### config.mk
export PLATFORM = sky130hd
export DESIGN_NAME = token_bucket_shaper
export DESIGN_NICKNAME = d
export VERILOG_FILES = /design/src/rtl/tbs_pkg.sv /design/src/rtl/tbs_ram.sv /design/src/rtl/token_bucket_shaper.sv
export SDC_FILE = /design/constraint.sdc
export NUM_CORES = 2
export LEC_CHECK = 0
export BUFFER_PORTS_ARGS = -buffer_cell sky130_fd_sc_hd__buf_2
export CORE_MARGIN = 8
export CORE_UTILIZATION = 60
export CTS_BUF_LIST = sky130_fd_sc_hd__clkbuf_4
export DETAILED_ROUTE_END_ITERATION = 12
export PLACE_DENSITY_LB_ADDON = 0.2
export SYNTH_ARGS = -nofsm -noshare
export SYNTH_HDL_FRONTEND = slang
export SYNTH_SLANG_ARGS = --single-unit
### constraint.sdc
create_clock -name i_clk -period 16.7 [get_ports i_clk]
set_input_delay 1.67 -clock i_clk [delete_from_list [all_inputs] [get_ports i_clk]]
set_output_delay 1.67 -clock i_clk [all_outputs]
set_load 0.05 [all_outputs]
### src/rtl/tbs_pkg.sv
// ----------------------------------------------------------------------------
// Token bucket shaper package
// Shared widths, reset values, result status codes and controller state codes.
// ----------------------------------------------------------------------------
package tbs_pkg;

    // Field widths that the interface fixes.
    localparam int unsigned TAG_W   = 16;
    localparam int unsigned TOKEN_W = 16;
    localparam int unsigned ENTRY_W = TAG_W + TOKEN_W;

    // Default queue depth and the bucket depth loaded at reset.
    localparam int unsigned           QUEUE_DEPTH_DEF  = 64;
    localparam logic [TOKEN_W-1:0]    BUCKET_DEPTH_RST = 16'd10;

    // Result status codes.
    typedef enum logic [2:0] {
        ST_QUEUED     = 3'd0,
        ST_DROP_NEED  = 3'd1,
        ST_DROP_FULL  = 3'd2,
        ST_TOKEN_ADD  = 3'd3,
        ST_TOKEN_DROP = 3'd4
    } t_status;

    // Event kinds carried by the func field.
    localparam logic FUNC_ARRIVAL = 1'b0;
    localparam logic FUNC_TICK    = 1'b1;

    // Controller states, one-hot.
    typedef enum logic [1:0] {
        S_IDLE = 2'b01,
        S_EXEC = 2'b10
    } t_state;

endpackage

### src/rtl/tbs_ram.sv
// ----------------------------------------------------------------------------
// Generic simple dual-port RAM
// One write port and one read port; read data is registered.
// ----------------------------------------------------------------------------
module tbs_ram #(
    parameter int unsigned WIDTH = 32,
    parameter int unsigned DEPTH = 64
) (
    input  logic                     i_clk,
    input  logic                     i_we,
    input  logic [$clog2(DEPTH)-1:0] i_waddr,
    input  logic [WIDTH-1:0]         i_wdata,
    input  logic [$clog2(DEPTH)-1:0] i_raddr,
    output logic [WIDTH-1:0]         o_rdata
);

    logic [WIDTH-1:0] r_mem [DEPTH];
    logic [WIDTH-1:0] r_rdata;

    // Write port.
    always_ff @(posedge i_clk) begin
        if (i_we) begin
            r_mem[i_waddr] <= i_wdata;
        end
    end

    // Registered read port.
    always_ff @(posedge i_clk) begin
        r_rdata <= r_mem[i_raddr];
    end

    assign o_rdata = r_rdata;

endmodule

### src/rtl/token_bucket_shaper.sv
// ----------------------------------------------------------------------------
// Token bucket shaper
// Packet arrivals and token ticks drive a token bucket and a bounded packet FIFO.
// ----------------------------------------------------------------------------
// Each input beat is a packet arrival or a token tick and produces exactly one
// result beat. In the accept cycle the head entry of the waiting queue is read
// from the queue RAM, and in the next cycle the bucket and queue are updated, an
// arrival that must wait is written at the tail and the result is loaded into
// the output register. A new item is accepted only when the previous one has
// been executed and the output register is free or being emptied. A pending
// result in the output register does not block the next item from being
// accepted in the same cycle that result is taken.
// The bucket depth register may be written only while the block is idle.
// ----------------------------------------------------------------------------
module token_bucket_shaper #(
    parameter int unsigned QUEUE_DEPTH = tbs_pkg::QUEUE_DEPTH_DEF
) (
    input  logic                                 i_clk,
    input  logic                                 i_rst_n,
    // Configuration write channel.
    input  logic                                 i_cfg_valid,
    output logic                                 o_cfg_ready,
    input  logic [tbs_pkg::TOKEN_W-1:0]          i_cfg_data,
    // Input channel.
    input  logic                                 i_in_valid,
    output logic                                 o_in_ready,
    input  logic                                 i_func,
    input  logic [tbs_pkg::TAG_W-1:0]            i_packet_tag,
    input  logic [tbs_pkg::TOKEN_W-1:0]          i_tokens_needed,
    // Output channel.
    output logic                                 o_out_valid,
    input  logic                                 i_out_ready,
    output logic [2:0]                           o_status,
    output logic                                 o_released,
    output logic [tbs_pkg::TAG_W-1:0]            o_released_tag,
    output logic [tbs_pkg::TOKEN_W-1:0]          o_tokens_left,
    output logic [$clog2(QUEUE_DEPTH+1)-1:0]     o_queue_count
);

    localparam int unsigned PTR_W = $clog2(QUEUE_DEPTH);
    localparam int unsigned CNT_W = $clog2(QUEUE_DEPTH + 1);
    localparam int unsigned TAG_W = tbs_pkg::TAG_W;
    localparam int unsigned TOK_W = tbs_pkg::TOKEN_W;

    // Controller and bucket state.
    tbs_pkg::t_state    r_state, n_state;
    logic [TOK_W-1:0]   r_bucket_depth;
    logic [TOK_W-1:0]   r_level, n_level;
    logic [PTR_W-1:0]   r_head, n_head;
    logic [PTR_W-1:0]   r_tail, n_tail;
    logic [CNT_W-1:0]   r_count, n_count;

    // Captured input beat.
    logic               r_func;
    logic [TAG_W-1:0]   r_tag;
    logic [TOK_W-1:0]   r_need;

    // Output register.
    logic               r_out_valid, n_out_valid;
    tbs_pkg::t_status   r_status, n_status;
    logic               r_released, n_released;
    logic [TAG_W-1:0]   r_rel_tag, n_rel_tag;

    // Queue RAM signals.
    logic                        w_push;
    logic [tbs_pkg::ENTRY_W-1:0] w_head_entry;
    logic [TOK_W-1:0]            w_head_need;
    logic [TAG_W-1:0]            w_head_tag;
    logic [TOK_W-1:0]            w_tick_level;
    logic                        w_in_acc;

    assign o_cfg_ready = 1'b1;
    assign w_in_acc    = i_in_valid && o_in_ready;

    // Accept when idle and the output register is free by the next edge.
    assign o_in_ready = (r_state == tbs_pkg::S_IDLE) && (!r_out_valid || i_out_ready);

    // Queue storage: entry holds the tag above the need.
    tbs_ram #(
        .WIDTH (tbs_pkg::ENTRY_W),
        .DEPTH (QUEUE_DEPTH)
    ) u_queue_ram (
        .i_clk   (i_clk),
        .i_we    (w_push),
        .i_waddr (r_tail),
        .i_wdata ({r_tag, r_need}),
        .i_raddr (r_head),
        .o_rdata (w_head_entry)
    );

    assign w_head_need = w_head_entry[TOK_W-1:0];
    assign w_head_tag  = w_head_entry[tbs_pkg::ENTRY_W-1:TOK_W];

    // Bucket level after a tick has offered its token.
    assign w_tick_level = (r_level < r_bucket_depth) ? r_level + 1'b1 : r_level;

    // Event processing in the execute cycle.
    always_comb begin
        n_state     = r_state;
        n_level     = r_level;
        n_head      = r_head;
        n_tail      = r_tail;
        n_count     = r_count;
        n_out_valid = r_out_valid;
        n_status    = r_status;
        n_released  = r_released;
        n_rel_tag   = r_rel_tag;
        w_push      = 1'b0;

        if (r_out_valid && i_out_ready) begin
            n_out_valid = 1'b0;
        end

        unique case (r_state)
            tbs_pkg::S_IDLE: begin
                if (w_in_acc) begin
                    n_state = tbs_pkg::S_EXEC;
                end
            end
            tbs_pkg::S_EXEC: begin
                n_state     = tbs_pkg::S_IDLE;
                n_out_valid = 1'b1;
                n_released  = 1'b0;
                n_rel_tag   = '0;
                if (r_func == tbs_pkg::FUNC_ARRIVAL) begin
                    if (r_need > r_bucket_depth) begin
                        n_status = tbs_pkg::ST_DROP_NEED;
                    end else if (r_count == CNT_W'(QUEUE_DEPTH)) begin
                        n_status = tbs_pkg::ST_DROP_FULL;
                    end else begin
                        n_status = tbs_pkg::ST_QUEUED;
                        if ((r_count == '0) && (r_level >= r_need)) begin
                            // Empty queue and enough tokens: the packet passes at once.
                            n_level    = r_level - r_need;
                            n_released = 1'b1;
                            n_rel_tag  = r_tag;
                        end else begin
                            w_push  = 1'b1;
                            n_tail  = (r_tail == PTR_W'(QUEUE_DEPTH - 1)) ?
                                      '0 : r_tail + 1'b1;
                            n_count = r_count + 1'b1;
                        end
                    end
                end else begin
                    n_status = (r_level < r_bucket_depth) ?
                               tbs_pkg::ST_TOKEN_ADD : tbs_pkg::ST_TOKEN_DROP;
                    n_level  = w_tick_level;
                    // Release the head packet if the bucket now covers it.
                    if ((r_count != '0) && (w_tick_level >= w_head_need)) begin
                        n_level    = w_tick_level - w_head_need;
                        n_released = 1'b1;
                        n_rel_tag  = w_head_tag;
                        n_head     = (r_head == PTR_W'(QUEUE_DEPTH - 1)) ?
                                     '0 : r_head + 1'b1;
                        n_count    = r_count - 1'b1;
                    end
                end
            end
            default: begin
                n_state = tbs_pkg::S_IDLE;
            end
        endcase
    end

    // Control registers.
    always_ff @(posedge i_clk) begin
        if (!i_rst_n) begin
            r_state        <= tbs_pkg::S_IDLE;
            r_bucket_depth <= tbs_pkg::BUCKET_DEPTH_RST;
            r_level        <= '0;
            r_head         <= '0;
            r_tail         <= '0;
            r_count        <= '0;
            r_out_valid    <= 1'b0;
        end else begin
            r_state     <= n_state;
            r_level     <= n_level;
            r_head      <= n_head;
            r_tail      <= n_tail;
            r_count     <= n_count;
            r_out_valid <= n_out_valid;
            if (i_cfg_valid && o_cfg_ready) begin
                r_bucket_depth <= i_cfg_data;
            end
        end
    end

    // Payload registers.
    always_ff @(posedge i_clk) begin
        if (w_in_acc) begin
            r_func <= i_func;
            r_tag  <= i_packet_tag;
            r_need <= i_tokens_needed;
        end
        r_status   <= n_status;
        r_released <= n_released;
        r_rel_tag  <= n_rel_tag;
    end

    // Output channel.
    assign o_out_valid    = r_out_valid;
    assign o_status       = r_status;
    assign o_released     = r_released;
    assign o_released_tag = r_rel_tag;
    assign o_tokens_left  = r_level;
    assign o_queue_count  = r_count;

`ifndef NO_ASSERTIONS
    // The queue never holds more packets than it has entries.
    a_count_bound: assert property (@(posedge i_clk) disable iff (!i_rst_n)
        r_count <= CNT_W'(QUEUE_DEPTH))
        else $error("queue count exceeds queue depth");

    // An accepted beat is executed in the following cycle.
    a_accept_exec: assert property (@(posedge i_clk) disable iff (!i_rst_n)
        w_in_acc |=> (r_state == tbs_pkg::S_EXEC))
        else $error("accepted beat not executed");

    // Execution always loads a result into the output register.
    a_exec_result: assert property (@(posedge i_clk) disable iff (!i_rst_n)
        (r_state == tbs_pkg::S_EXEC) |=> o_out_valid)
        else $error("execution produced no result");

    // A result without a release carries a zero tag.
    a_rel_tag_zero: assert property (@(posedge i_clk) disable iff (!i_rst_n)
        (o_out_valid && !o_released) |-> (o_released_tag == '0))
        else $error("released tag set without a release");
`endif

endmodule
# ---- Word level (Yosys, flattened, before mapping)
# Memory sizes are Yosys's and may differ from the RTL's. A register that Yosys moved wholly into a read port is not among the register bits.
# Index checks and enable logic that the tools add are counted.
dict set report classes {
  addsub 7
  magnitude_cmp 4
  eq_ne 9
  n_mux 36
  bitwise_logic 4
  n_reduce_logical 16
}
# cell n
set op_table {}
lappend op_table {{$mux 16} 11}
lappend op_table {{$mux 7} 5}
lappend op_table {{$ge 16x16->1} 2}
lappend op_table {{$sub 16x16->16} 2}
lappend op_table {{$add 16x1->16 const B} 1}
lappend op_table {{$gt 16x16->1} 1}
lappend op_table {{$lt 16x16->1} 1}
lappend op_table {{$mux 1} 14}
lappend op_table {{$add 6x1->6 const B} 2}
lappend op_table {{$eq 6x6->1 const B} 2}
lappend op_table {{$mux 6} 2}
lappend op_table {{$reduce_and 5->1} 2}
lappend op_table {{$add 7x1->7 const B} 1}
lappend op_table {{$eq 7x7->1 const B} 1}
lappend op_table {{$logic_not 7->1} 1}
lappend op_table {{$reduce_bool 7->1} 1}
lappend op_table {{$sub 7x1->7 const B} 1}
lappend op_table {{$mux 3} 2}
lappend op_table {{$ne 2x2->1 const B} 3}
lappend op_table {{$logic_and 1x1->1} 5}
lappend op_table {{$mux 2} 2}
lappend op_table {{$not 1->1} 4}
lappend op_table {{$reduce_and 4->1} 1}
lappend op_table {{$reduce_bool 2->1} 2}
lappend op_table {{7 further kinds} 7}
dict set report totals {
  ff_bits 107
  ram_bits 2048
  inputBits 54
  output_inout_bits 46
  n_memories 1
}
# name words word_bits rd rd_ports_with_merged_regs wr line
set mem_list {}
lappend mem_list {u_queue_ram.r_mem 64 32 1 1 1 tbs_ram.sv:17} ;# logic [WIDTH-1:0] r_mem [DEPTH];

# ---- Logic depth before layout (Yosys ltp)
dict set report depth {
  word_depth 9
  mapped_depth 19
  ltp_nobuf 18
}

# ---- Cells and area by module
# Synthesis repeated with hierarchy kept, for this count alone.
dict set report hier_totals {
  cells_unflattened 4074
  hier_area_um2 85744.7
}
# mod n_inst cells_per_inst area_per_inst_um2 seq_area_each_um2
set modules_own_cells {}
lappend modules_own_cells {tbs_ram 1 3324 78515.3 62139.6}
lappend modules_own_cells {token_bucket_shaper 1 750 7229.4 2672.6}

# ---- Worst setup path after synthesis
# No wires, ideal clock.
dict set report synth_timing {
  kind {register -> register}
  start {register r_need[14]}
  end {memory u_queue_ram.r_mem[31][0] (enable)}
  setup_ns 0.461
  t_arrival_ns 5.406
  path_slack_ns 10.833
  stages_incl_launch_ff 10
  path_cell_list {edfxtp_1 ha_1 a21oi_1 nand2_1 a221o_1 o31a_1 or4_1 or2_1 buf_2 nor3_1}
}
dict set report synth_via {
  elab_chain_cells 9
  word_cells_on_any_way 10
  cone_classes {order compare: 2; mux: 7; reduce/logical: 1}
}
# element line
set synth_lines {}
lappend synth_lines {{start, declared} token_bucket_shaper.sv:56} ;# logic [TOK_W-1:0] r_need;
lappend synth_lines {{start signal, assigned} token_bucket_shaper.sv:193} ;# r_need <= i_tokens_needed;
lappend synth_lines {{$ge 16x16->1} token_bucket_shaper.sv:132} ;# if ((r_count == '0) && (r_level >= r_need)) begin
lappend synth_lines {{$logic_and 1x1->1} token_bucket_shaper.sv:132}
lappend synth_lines {{$mux 1} token_bucket_shaper.sv:132}
lappend synth_lines {{$mux 1} token_bucket_shaper.sv:128} ;# end else if (r_count == CNT_W'(QUEUE_DEPTH)) begin
lappend synth_lines {{$mux 1 (*)} token_bucket_shaper.sv:126} ;# if (r_need > r_bucket_depth) begin
lappend synth_lines {{$mux 1 (*)} token_bucket_shaper.sv:125} ;# if (r_func == tbs_pkg::FUNC_ARRIVAL) begin
lappend synth_lines {{$mux 1 (*)} token_bucket_shaper.sv:114} ;# unique case (r_state)
lappend synth_lines {{$mux 1 (*)} tbs_ram.sv:22} ;# if (i_we) begin
lappend synth_lines {{$mux 1 (not written as such) (*)} tbs_ram.sv:23} ;# r_mem[i_waddr] <= i_wdata;
lappend synth_lines {{end, declared} tbs_ram.sv:17}
# Mark *: on every way between the ends. The rest lies on a longest branch, timed or not.

# ---- Worst setup path after layout
dict set report layout_timing {
  start {register r_level[14], in the netlist o_tokens_left[14]}
  end {register r_level[10], in the netlist o_tokens_left[10]}
}
dict set report layout_via {
  elab_chain_cells 6
  word_cells_on_any_way 12
  cone_classes {add/sub: 2; order compare: 3; mux: 3; reduce/logical: 4}
}
# element line
set layout_lines {}
lappend layout_lines {{start, declared} token_bucket_shaper.sv:48} ;# logic [TOK_W-1:0] r_level, n_level;
lappend layout_lines {{start signal, assigned} token_bucket_shaper.sv:177} ;# r_level <= n_level;
lappend layout_lines {{$add 16x1->16 or $lt 16x16->1 (tied branches)} token_bucket_shaper.sv:95} ;# assign w_tick_level = (r_level < r_bucket_depth) ? r_level + 1'b1 : r_level;
lappend layout_lines {{$mux 16} token_bucket_shaper.sv:95}
lappend layout_lines {{$ge 16x16->1} token_bucket_shaper.sv:149} ;# if ((r_count != '0) && (w_tick_level >= w_head_need)) begin
lappend layout_lines {{$logic_and 1x1->1} token_bucket_shaper.sv:149}
lappend layout_lines {{$mux 16} token_bucket_shaper.sv:149}
lappend layout_lines {{$mux 16} token_bucket_shaper.sv:125}
# Several ways; a longest one is shown, not always the timed one.
# A chain may end at the register's enable or synchronous reset.

==> results.py <==
metrics = {
    "place": {
        "placement.cell_area_mm2": 0.0890,
        "number_of_cells_in_the_design_after_placement": 5693,
        "numPortBuffers": 98,
        "gp_routability_congestion": 0.884,
        "place_hpwl_um": 114000,
    },
    "global_route": {
        "overflow": 0,
        "grtUsageTotal_pct": 26.3,
        "antenna_found_initial": 18,
        "global_route_wire_length_before_repair_um": 292000,
        "pin_count_of_the_biggest_net_entering_global_routing": 152,
        "grt_pass1_vias": 43600,
    },
    "timing": {
        "grt_setup_unrepaired": "no",
        "achievable-frequency_mhz": 183,
        "worst_slew_pin_slew_ps": 1190,
        "final.setup.tns_ps": 0,
        "number_of_setup_violations_in_the_final_report": 0,
        "fin_crit_ps": 5470,
        "finalHoldViolCount": 0,
        "clock-skew-final_ps": 82.5,
        "timing.final.crit_share_pct": 32.8,
        "slew_viol_final": 0,
        "relative_slew_slack_pct": 20.8,
    },
    "power": {
        "power_per_cell_area_mw_per_mm2": 111,
        "power.ir.vdd_worst_uv": 100,
        "leakage_nw": 30.3,
    },
    "run": {
        "drv_cap": 0,
    },
    "clock_network": {
        "post_cts_resized": 0,
        "clock-root-buffer": "clkbuf_4",
        "cts.reportedPaths.clkPinSlew_ps": 60,
        "tritoncts.num_buffers": 561,
        "cts_max_level": 6,
        "clock_latency_ps": 1250,
        "cts.hold.buffers_added": 0,
        "cts.repair_timing.setup_buffer_count": 0,
        "cts_tree": "done",
        "numClockSinks": 2187,
        "cts_buffer_depth": 4,
    },
    "synth": {
        "netlist_top_cells_area": "edfxtp_1 (74%), mux4_2 (18%), dfxtp_1 (2.0%)",
        "synth_async_sr_flop_share_pct": 0,
        "ys.flop_type": "edfxtp_1",
        "synth_most_common_cell": "edfxtp_1",
        "netlist_top_cells_count": "edfxtp_1 (2101), mux4_2 (672), nor2_1 (125)",
        "syn_avg_cell_area_um2": 22.7,
        "syn_inst": 3757,
        "yosysSeqAreaShare_pct": 75.9,
        "synth_enable_flop_cells": 2101,
        "yosys.area.top_type": "edfxtp_1",
        "yosys.area.top_type_share_pct": 73.9,
        "ys_ff_latch": 2187,
        "yosys_warns": 0,
        "total_nets_after_synthesis": 3885,
        "synth.lib_cells_used.distinct": 72,
        "post_synth_instance_area_mm2": 0.0854,
    },
    "cells_and_area": {
        "share_of_the_core_filled_with_cells_pct": 67.7,
        "nets": 4494,
        "layout-area-overhead-vs-synth_pct": 12.2,
        "fin_cells": 6636,
        "final_layout_size_suffix_gt1_share_pct": 38.9,
        "final_design_area_no_fill_mm2": 0.0958,
    },
    "routing": {
        "drt_first_pass_iters": 6,
        "drt_iter0_drc": 4867,
        "ant_nets": 0,
        "routedWlPerCell_um": 30.4,
        "via_count": 42500,
        "routed_via_density": 6.41,
        "finalWirelength_um": 202000,
        "drc_errors": 0,
    },
    "worst_setup_path": {
        "worst_r2r_startpoint": "o_tokens_left[14]$_SDFFE_PN0P_",
        "crit_chain": "ha_1 -> nand4_1 -> nor3_1 -> a2111oi_4 -> o21ai_1 -> nor3_1 -> xor2_1 -> ha_1 -> a21o_1 -> a211o_1 -> o221ai_1 -> a21oi_1 -> buf_4 -> nor2_1 -> a222oi_1 -> a21oi_1",
        "critical_path_required_ps": 17810,
        "end_kind": "flip-flop",
        "setup.worst_path.start": "o_tokens_left[14]$_SDFFE_PN0P_",
        "worst_path_largest_cell_delay_ps": 800,
        "worst-path-max-fanout": 13,
        "path_class": "flip-flop to flip-flop",
        "sort_of_element_at_the_start_of_the_critical_path": "flip-flop",
        "cpMaxStageDelayCell": "nor2_1",
        "crit_arrival_ps": 6580,
    },
    "floorplan": {
        "die_w_um": 393,
        "effective_utilization_at_floorplan_pct": 60.4,
        "design.core.area_mm2": 0.141,
        "io_pins": 100,
        "die_area_mm2": 0.155,
        "die_span_in_y_um": 393,
        "row_count": 138,
    },
    "run_status": {
        "status": "finished clean",
    },
    "worst_hold_path": {
        "hold_path.startpoint": "r_bucket_depth[4]$_SDFFE_PN0P_",
        "holdCritPathClass": "flip-flop to flip-flop",
    },
}
[flip-flops by register name, indices dropped and copies added, names as in the netlist]
name and cells:
r_need 16, o_tokens_left 16, r_state 2, r_head 6
o_out_valid 1, o_released_tag 16, o_released 1, r_tag 16
r_tail 6, u_queue_ram.o_rdata 32, u_queue_ram.r_mem 2048, o_status 3
r_bucket_depth 16, r_func 1, o_queue_count 7
[critical path: cells and delay by family (launching register included)]
family                   cells  cell delay (ps)
AO/OA/AOI/OAI                8             2350
XOR/XNOR                     1              290
adder cells (fa/ha/maj)      2              650
buffers and inverters        1              210
flip-flops                   1              490
AND/OR/NAND/NOR              4             1390
[placed cells by master, fill, tap and decap left out, types with 44 or more instances in the layout]
| cell type | count |
|---|---|
| edfxtp_1 | 2101 |
| clkbuf_4 | 813 |
| mux4_2 | 672 |
| buf_4 | 135 |
| buf_2 | 98 |
| clkinv_1 | 88 |
| nor2_1 | 81 |
| dfxtp_1 | 80 |
| ha_1 | 71 |
| a21oi_1 | 62 |
| inv_1 | 60 |
| nand2_1 | 44 |
| nor2_4 | 44 |
[cell type report]
cell class              count  area (um2)
diodes                      5        12.5
clock buffers             813        6100
clock inverters           125         696
fillers                  9039       45600
inverters                  61         229
multi-input cells        1317       19900
flip-flops and latches   2187       64800
well taps                1890        2360
repair buffers            238        1600
[metrics by stage]
stage	total power, mW	setup slack [ps]	hold slack, ps
after floorplan	6.26	10830	460
after global placement	6.34	11410	479
after detailed placement	6.35	11320	483
after CTS	10.7	11290	442
after global routing	11.0	10810	508
final	10.6	11230	502
[worst paths after layout]
| kind | slack (ps) | end | cells past startpoint |
|---|---|---|---|
| max | 11230 | o_tokens_left[10]$_SDFFE_PN0P_ | 16 |
| min | 500 | r_bucket_depth[4]$_SDFFE_PN0P_ | 2 |
| max reg2reg | 11230 | o_tokens_left[10]$_SDFFE_PN0P_ | 16 |
| min reg2reg | 500 | r_bucket_depth[4]$_SDFFE_PN0P_ | 2 |
[cell families (layout without fill, tap and decap cells)]
group	Yosys count	after routing	synth area share [%]
muxes	695	695	18.0
AOI/OAI and AO/OA	198	198	1.54
adders and majority gates	74	74	1.11
and+or+nand+nor	296	296	1.64
xor gates and xnor gates	53	53	0.544
buffers and inverters	253	1237	1.27
other	1	6	0.00439
DFF	2187	2187	75.9
[report_power, final]
part           switching, mW  internal, mW
logic                  0.155        0.0370
clock network           2.02          2.35
registers             0.0102          6.03
total                   2.19          8.41
[metal layers]
layer  GRT usage (%)  part of all wire, %  vias up
li1                -                    -    17600
met1            37.2                   39    22300
met2            40.1                   47     2389
met3            8.65                   12      314
met4            7.44                  1.7        8
met5               0                0.030        -
Note: power is estimated with default switching activity, not from simulation.
